$ cat config.mk
export PLATFORM = sky130hd
export DESIGN_NAME = sbbf_ctrl
export DESIGN_NICKNAME = d
export VERILOG_FILES = /design/src/hdl/sbbf_pkg.sv /design/src/hdl/sbbf_ctrl.sv
export SDC_FILE = /design/constraint.sdc
export NUM_CORES = 1
export LEC_CHECK = 0
export BUFFER_PORTS_ARGS = -buffer_cell sky130_fd_sc_hd__buf_2
export CAP_MARGIN = 20
export CORE_AREA = 3 3 40 42
export DETAILED_ROUTE_END_ITERATION = 10
export DIE_AREA = 0 0 43 45
export GPL_ROUTABILITY_DRIVEN = 0
export PLACE_DENSITY = 0.54
export SETUP_SLACK_MARGIN = 0.3
export SYNTH_ARGS = -nofsm -noshare
export SYNTH_HDL_FRONTEND = slang
export SYNTH_SLANG_ARGS = --single-unit
$ cat constraint.sdc
create_clock -name clk -period 1.9 [get_ports clk]
set_input_delay 0.19 -clock clk [delete_from_list [all_inputs] [get_ports clk]]
set_output_delay 0.19 -clock clk [all_outputs]
set_load 0.01 [all_outputs]
$ cat src/hdl/sbbf_pkg.sv
// ---------------------------------------------------------------------------
// sbbf_pkg
// shared constants and controller/datapath interface types
// ---------------------------------------------------------------------------
`default_nettype none

package sbbf_pkg;

  localparam int MAX_WIDTH_DEF  = 128;
  localparam int MAX_HEIGHT_DEF = 128;
  localparam int CFG_RESET      = 128;
  localparam int RESULT_LIMIT   = 64;
  localparam int CNT_W          = $clog2(RESULT_LIMIT);

  localparam int CFG_DATA_W  = 8;
  localparam int CFG_INDEX_W = 1;
  localparam int ALPHA_W     = 8;
  localparam int OUT_X_W     = 7;
  localparam int OUT_Y_W     = 7;
  localparam int OUT_SIZE_W  = 8;

  localparam logic [CFG_INDEX_W-1:0] REG_FRAME_WIDTH  = 1'b0;
  localparam logic [CFG_INDEX_W-1:0] REG_FRAME_HEIGHT = 1'b1;

  // commands from the controller
  typedef struct packed {
    logic pix_accept;
    logic scan_init;
    logic x_inc;
    logic band_start;
    logic band_end;
    logic xs_inc;
    logic row_next;
    logic row_hit;
    logic band_done;
    logic finish;
  } sbbf_cmd_t;

  // status back to the controller
  typedef struct packed {
    logic pix_last;
    logic x_end;
    logic col_bit;
    logic map_bit;
    logic xs_last;
    logic y_last;
    logic found;
    logic count_last;
  } sbbf_sts_t;

endpackage

`default_nettype wire

$ cat src/hdl/sbbf_ctrl.sv
// ---------------------------------------------------------------------------
// sbbf_ctrl
// state machine: pixel load, column band walk, map row probing, emission
// ---------------------------------------------------------------------------
`default_nettype none

module sbbf_ctrl import sbbf_pkg::*; (
  input  wire logic      clk,
  input  wire logic      rst_n,
  input  wire logic      start,
  output logic           busy,
  input  wire sbbf_sts_t sts,
  output sbbf_cmd_t      cmd
);

  localparam logic [3:0] ST_IDLE     = 4'd0;
  localparam logic [3:0] ST_SEEK     = 4'd1;
  localparam logic [3:0] ST_SEEK_CHK = 4'd2;
  localparam logic [3:0] ST_EXT      = 4'd3;
  localparam logic [3:0] ST_EXT_CHK  = 4'd4;
  localparam logic [3:0] ST_MAP_RD   = 4'd5;
  localparam logic [3:0] ST_MAP_CHK  = 4'd6;
  localparam logic [3:0] ST_DONE     = 4'd7;
  localparam logic [3:0] ST_FINISH   = 4'd8;

  logic [3:0] state_r;
  logic [3:0] state_nxt;

  assign busy = (state_r != ST_IDLE);

  always_comb begin
    cmd       = '0;
    state_nxt = state_r;
    unique case (state_r)
      ST_IDLE: begin
        if (start) begin
          cmd.pix_accept = 1'b1;
          if (sts.pix_last) begin
            cmd.scan_init = 1'b1;
            state_nxt     = ST_SEEK;
          end
        end
      end
      ST_SEEK: begin
        state_nxt = sts.x_end ? ST_FINISH : ST_SEEK_CHK;
      end
      ST_SEEK_CHK: begin
        cmd.x_inc = 1'b1;
        if (sts.col_bit) begin
          cmd.band_start = 1'b1;
          state_nxt      = ST_EXT;
        end else begin
          state_nxt = ST_SEEK;
        end
      end
      ST_EXT: begin
        if (sts.x_end) begin
          cmd.band_end = 1'b1;
          state_nxt    = ST_MAP_RD;
        end else begin
          state_nxt = ST_EXT_CHK;
        end
      end
      ST_EXT_CHK: begin
        if (sts.col_bit) begin
          cmd.x_inc = 1'b1;
          state_nxt = ST_EXT;
        end else begin
          cmd.band_end = 1'b1;
          state_nxt    = ST_MAP_RD;
        end
      end
      ST_MAP_RD: begin
        state_nxt = ST_MAP_CHK;
      end
      ST_MAP_CHK: begin
        if (sts.map_bit) begin
          cmd.row_hit = 1'b1;
          if (sts.y_last) begin
            state_nxt = ST_DONE;
          end else begin
            cmd.row_next = 1'b1;
            state_nxt    = ST_MAP_RD;
          end
        end else if (!sts.xs_last) begin
          cmd.xs_inc = 1'b1;
          state_nxt  = ST_MAP_RD;
        end else if (sts.found || sts.y_last) begin
          state_nxt = ST_DONE;
        end else begin
          cmd.row_next = 1'b1;
          state_nxt    = ST_MAP_RD;
        end
      end
      ST_DONE: begin
        cmd.band_done = 1'b1;
        state_nxt     = sts.count_last ? ST_FINISH : ST_SEEK;
      end
      ST_FINISH: begin
        cmd.finish = 1'b1;
        state_nxt  = ST_IDLE;
      end
      default: begin
        state_nxt = ST_IDLE;
      end
    endcase
  end

  always_ff @(posedge clk) begin
    if (!rst_n) begin
      state_r <= ST_IDLE;
    end else begin
      state_r <= state_nxt;
    end
  end

endmodule

`default_nettype wire

Yosys cells after proc, flatten, opt, wreduce, memory -nomap -nowiden
Index checks and enable logic that the tools add are counted.
{"block": "totals", "register_bits": 4, "inputBits": 11, "output_inout_bits": 11, "word_cells": 46}
{"block": "classes", "mux": 31, "n_eq_ne": 10, "n_reduce_logical": 4}
{"cell": "$pmux W4 S8", "n": 1}
{"cell": "$mux W4", "n": 6}
{"cell": "$eq A4 B3 Y1 const B", "n": 4}
{"cell": "$mux W1", "n": 15}
{"cell": "$mux W2", "n": 5}
{"cell": "$eq A4 B2 Y1 const B", "n": 2}
{"cell": "$mux W3", "n": 2}
{"cell": "$eq A4 B1 Y1 const B", "n": 1}
{"cell": "$eq A4 B4 Y1 const B", "n": 1}
{"cell": "$logic_not A4 Y1", "n": 1}
{"cell": "$ne A2 B2 Y1 const B", "n": 2}
{"cell": "$pmux W1 S2", "n": 2}
{"cell": "$reduce_bool A4 Y1", "n": 1}
{"cell": "$reduce_and A2 Y1", "n": 1}
{"cell": "$logic_or A1 B1 Y1", "n": 1}

Longest topological paths before layout
{"block": "depth", "depth_word": 5, "ltp_mapped": 4, "ltp_nobuf": 3}

Worst setup path after synthesis
Ideal clock, no wire load.
{"block": "synth_timing", "path_type": "register -> output", "startpoint": "register state_r[3]", "endpoint": "output cmd[8] (netlist name)", "setup_slack_ns": 0.649, "arrival_time_ns": 1.061, "path_stages_with_launch": 4, "required_ns": 1.710, "path_cell_list": "dfxtp_1 -> nor4_1 -> inv_1 -> nor2_1"}
{"element": "from (decl)", "line_no": "sbbf_ctrl.sv:26", "text": "logic [3:0] state_r;"}
{"element": "from (signal assigned)", "line_no": "sbbf_ctrl.sv:113", "text": "state_r <= state_nxt;"}
{"element": "to (decl)", "line_no": "sbbf_ctrl.sv:13", "text": "output sbbf_cmd_t cmd"}

==> results by group <==
Run status
  • Status: finished, final reports clean

Logic synthesis
  • Cells after synthesis: 50
  • Syn_nets: 61
  • Synth cell types: 29
  • Syn Area/Cell: 7.83 sq um
  • Top cell type's share of synthesized area: 20.4%
  • Area leader, netlist: dfxtp_1
  • Number of synthesized flops with an enable pin: 0
  • Ys flop type: dfxtp_1
  • Dominant cells by area after synthesis: dfxtp_1, nand2b_1, and4b_2
  • Syn. warnings: 0
  • Asr flop ratio synth: 0%
  • Seq/Total Area, Yosys: 20.4%
  • Cell Area, Synth: 392 sq um
  • #FFs+latches synth: 4

Worst setup path
  • Crit path max fanout: 9
  • Reg2reg start: state_r[3]$_SDFFE_PN0P_
  • WP buf/inv: 1
  • Crit Path Class: reg2out
  • Worst reg-to-reg path cell count: 3
  • Setup slack, reg-to-reg: 720 ps
  • Setup crit start: state_r[3]$_SDFFE_PN0P_
  • Worst reg2reg endpoint: state_r[2]$_SDFFE_PN0P_
  • Slowest stage cell, crit path: dfxtp_1
  • Worst setup SP type: flop
  • CP Depth: 3
  • Crit path cell chain: and4bb_2, and2_1, buf_2
  • Crit path to: cmd[2]
  • CP Data Arrival Time: 1300 ps
  • CP delay by family, top: flip-flops
  • Worst setup EP type: output pin
  • CP required: 1710 ps
  • Slowest stage delay, CP: 510 ps

CTS
  • Worst-path clk slew: 40 ps
  • Clock latency on the worst-skew pair: 230 ps
  • Clock Sinks: 4
  • CTS Root Cell: clkbuf_4
  • CTS tree: built
  • Post-CTS Hold Buffers: 0
  • Cts bufs inserted: 3
  • Bufs on Longest Clock Path: 2
  • Post-CTS Setup Bufs: 0
  • Htree depth: 1

Floorplanning
  • Die area: 1940 sq um
  • Die width: 43 microns
  • Chip height: 45 microns
  • Num rows: 13
  • IO Pins: 22
  • Effective utilization at floorplan: 30.5%
  • Core ar.: 1280 sq um

Global route
  • Largest net degree at the start of global routing: 16
  • Total track usage: 11.9%
  • Number of global-route vias before repair: 410
  • Global route overflow: 0
  • Initial antenna violation count: 0
  • First-pass GRT wire length: 1730 microns

Timing
  • Setup_tns: 0 ps
  • Least-Margin Pin Slew: 337 ps
  • Final period util: 78.7%
  • Final Max Tran Viols: 0
  • Min Hold Slack: 286 ps
  • Unrepaired setup endpoints after global routing: no
  • Hold Fails Final Rpt: 0
  • Max Clock Freq: 669 MHz
  • Clock skew: 2.71 ps
  • Tmin final: 1490 ps
  • Slew Limit Headroom: 77.5%
  • Final setup violation count: 0

Route
  • Vias per cell: 5.10
  • Final ANT Viol Nets: 0
  • DR pass1 iterations: 4
  • Via count: 439
  • Drt drc: 0
  • Iter 0 DRT Violations: 8
  • Routed WL: 957 microns
  • Routed length per placed instance: 11.1 microns

Placement
  • Placed Cells: 83
  • Post-DP HPWL: 716 microns
  • Number of buffers added on ports: 21
  • Dpl cell area: 493 sq um

Run
  • Max-cap viol count: 0

Pwr
  • VDD IR-drop max: 0.184 mV
  • Leakage Power: 0.000262 uW
  • P per Cell Area: 490 nW/um^2

Final layout
  • Max FFs per register: 4
  • Nets: 84
  • Layout cells sized above 1: 50.7%
  • Largest regs: state_r: 4 flops
  • Inserted Diodes: 0
  • Fin area: 537 sq um
  • Reg with most FFs: state_r
  • Area Growth Syn to Fin: 37.1%
  • Finished Layout Cells: 86

Worst hold path
  • HP Class: in2reg
cell usage after synthesis (2+ instances only):
cell,count
dfxtp_1,4
nand2b_1,4
nor2_1,4
a21oi_1,3
inv_1,3
nand3b_1,3
and2_1,2
and3_1,2
and4b_2,2
nand3_1,2
nor3_1,2
nor4b_1,2
worst min path at each step:
stage / from / end / slack, ps / cells past startpoint
6_report: rst_n / state_r[3]$_SDFFE_PN0P_ / 290 / 2
5_1_grt: rst_n / state_r[3]$_SDFFE_PN0P_ / 290 / 2
4_1_cts: rst_n / state_r[3]$_SDFFE_PN0P_ / 280 / 2
3_5_place_dp: rst_n / state_r[3]$_SDFFE_PN0P_ / 520 / 2
3_3_place_gp: rst_n / state_r[3]$_SDFFE_PN0P_ / 520 / 2
2_1_floorplan: sts[5] / state_r[1]$_SDFFE_PN0P_ / 400 / 2
through the flow:
step / util [%] / total power, uW / worst slack [ps]
3_3_place_gp: 38.4 / 156 / 491
2_1_floorplan: - / 130 / 649
4_1_cts: 40.7 / 266 / 317
5_1_grt: 41.8 / 283 / 305
6_report: 41.8 / 263 / 405
3_5_place_dp: 38.4 / 156 / 489
layout make-up:
class                           instances  area (sq um)
Multi-Input combinational cell         40           293
Timing Repair Buffer                   21           105
Clock buffer                            3          22.5
Tap cell                               15          18.8
Sequential cell                         4          86.3
Inverter                                3          11.3
Fill cell                             133           748
cell usage in the layout (no fill, tap or decap):
master    count
buf_2        21
nor2_1        4
nand2b_1      4
nand3b_1      3
inv_1         3
a21oi_1       3
clkbuf_4      3
and3_1        2
and4b_2       2
nor4b_1       2
and2_1        2
nand3_1       2
nor3_1        2
dfxtp_2       2
and2b_1       1
a31oi_1       1
nor4_4        1
and4bb_2      1
nand2_1       1
and2_2        1
a211o_2       1
or3_1         1
nor3_2        1
nor2b_1       1
o221ai_2      1
a41oi_1       1
a21bo_2       1
o21ai_0       1
dfxtp_4       1
dfxtp_1       1
layer usage:
metal  GRT usage (%)  wire length, microns
met1            14.4                   425
met2            18.9                   450
met3            1.99                    81
met4            9.04                     0
met5               0                     0
cell families after synthesis:
family / count (synthesis) / share of synthesized area [%]
buffers and inverters: 6 / 8.63
flip-flops: 4 / 20.4
AO/OA/AOI/OAI: 9 / 17.9
AND/OR/NAND/NOR: 31 / 53.0
worst reg2reg max path: cells and delay by family, from the launching register on:
| kind | cells | cell delay, ps |
|---|---|---|
| compound gates | 1 | 340 |
| flops | 1 | 510 |
| simple gates | 2 | 260 |
power by group:
| group | switching (uW) | internal, uW | total, uW |
|---|---|---|---|
| Sequential | 12.0 | 87.2 | 99.2 |
| Clock | 33.9 | 70.6 | 104 |
| Combinational | 27.9 | 31.6 | 59.5 |
what timing repair did:
item | CTS | global route
endpoints found under the hold margin | 0 | 0
gates resized for setup | 2 | 4
endpoints found under the setup margin | 4 | 8
Note: power is estimated with default switching activity, not from simulation.
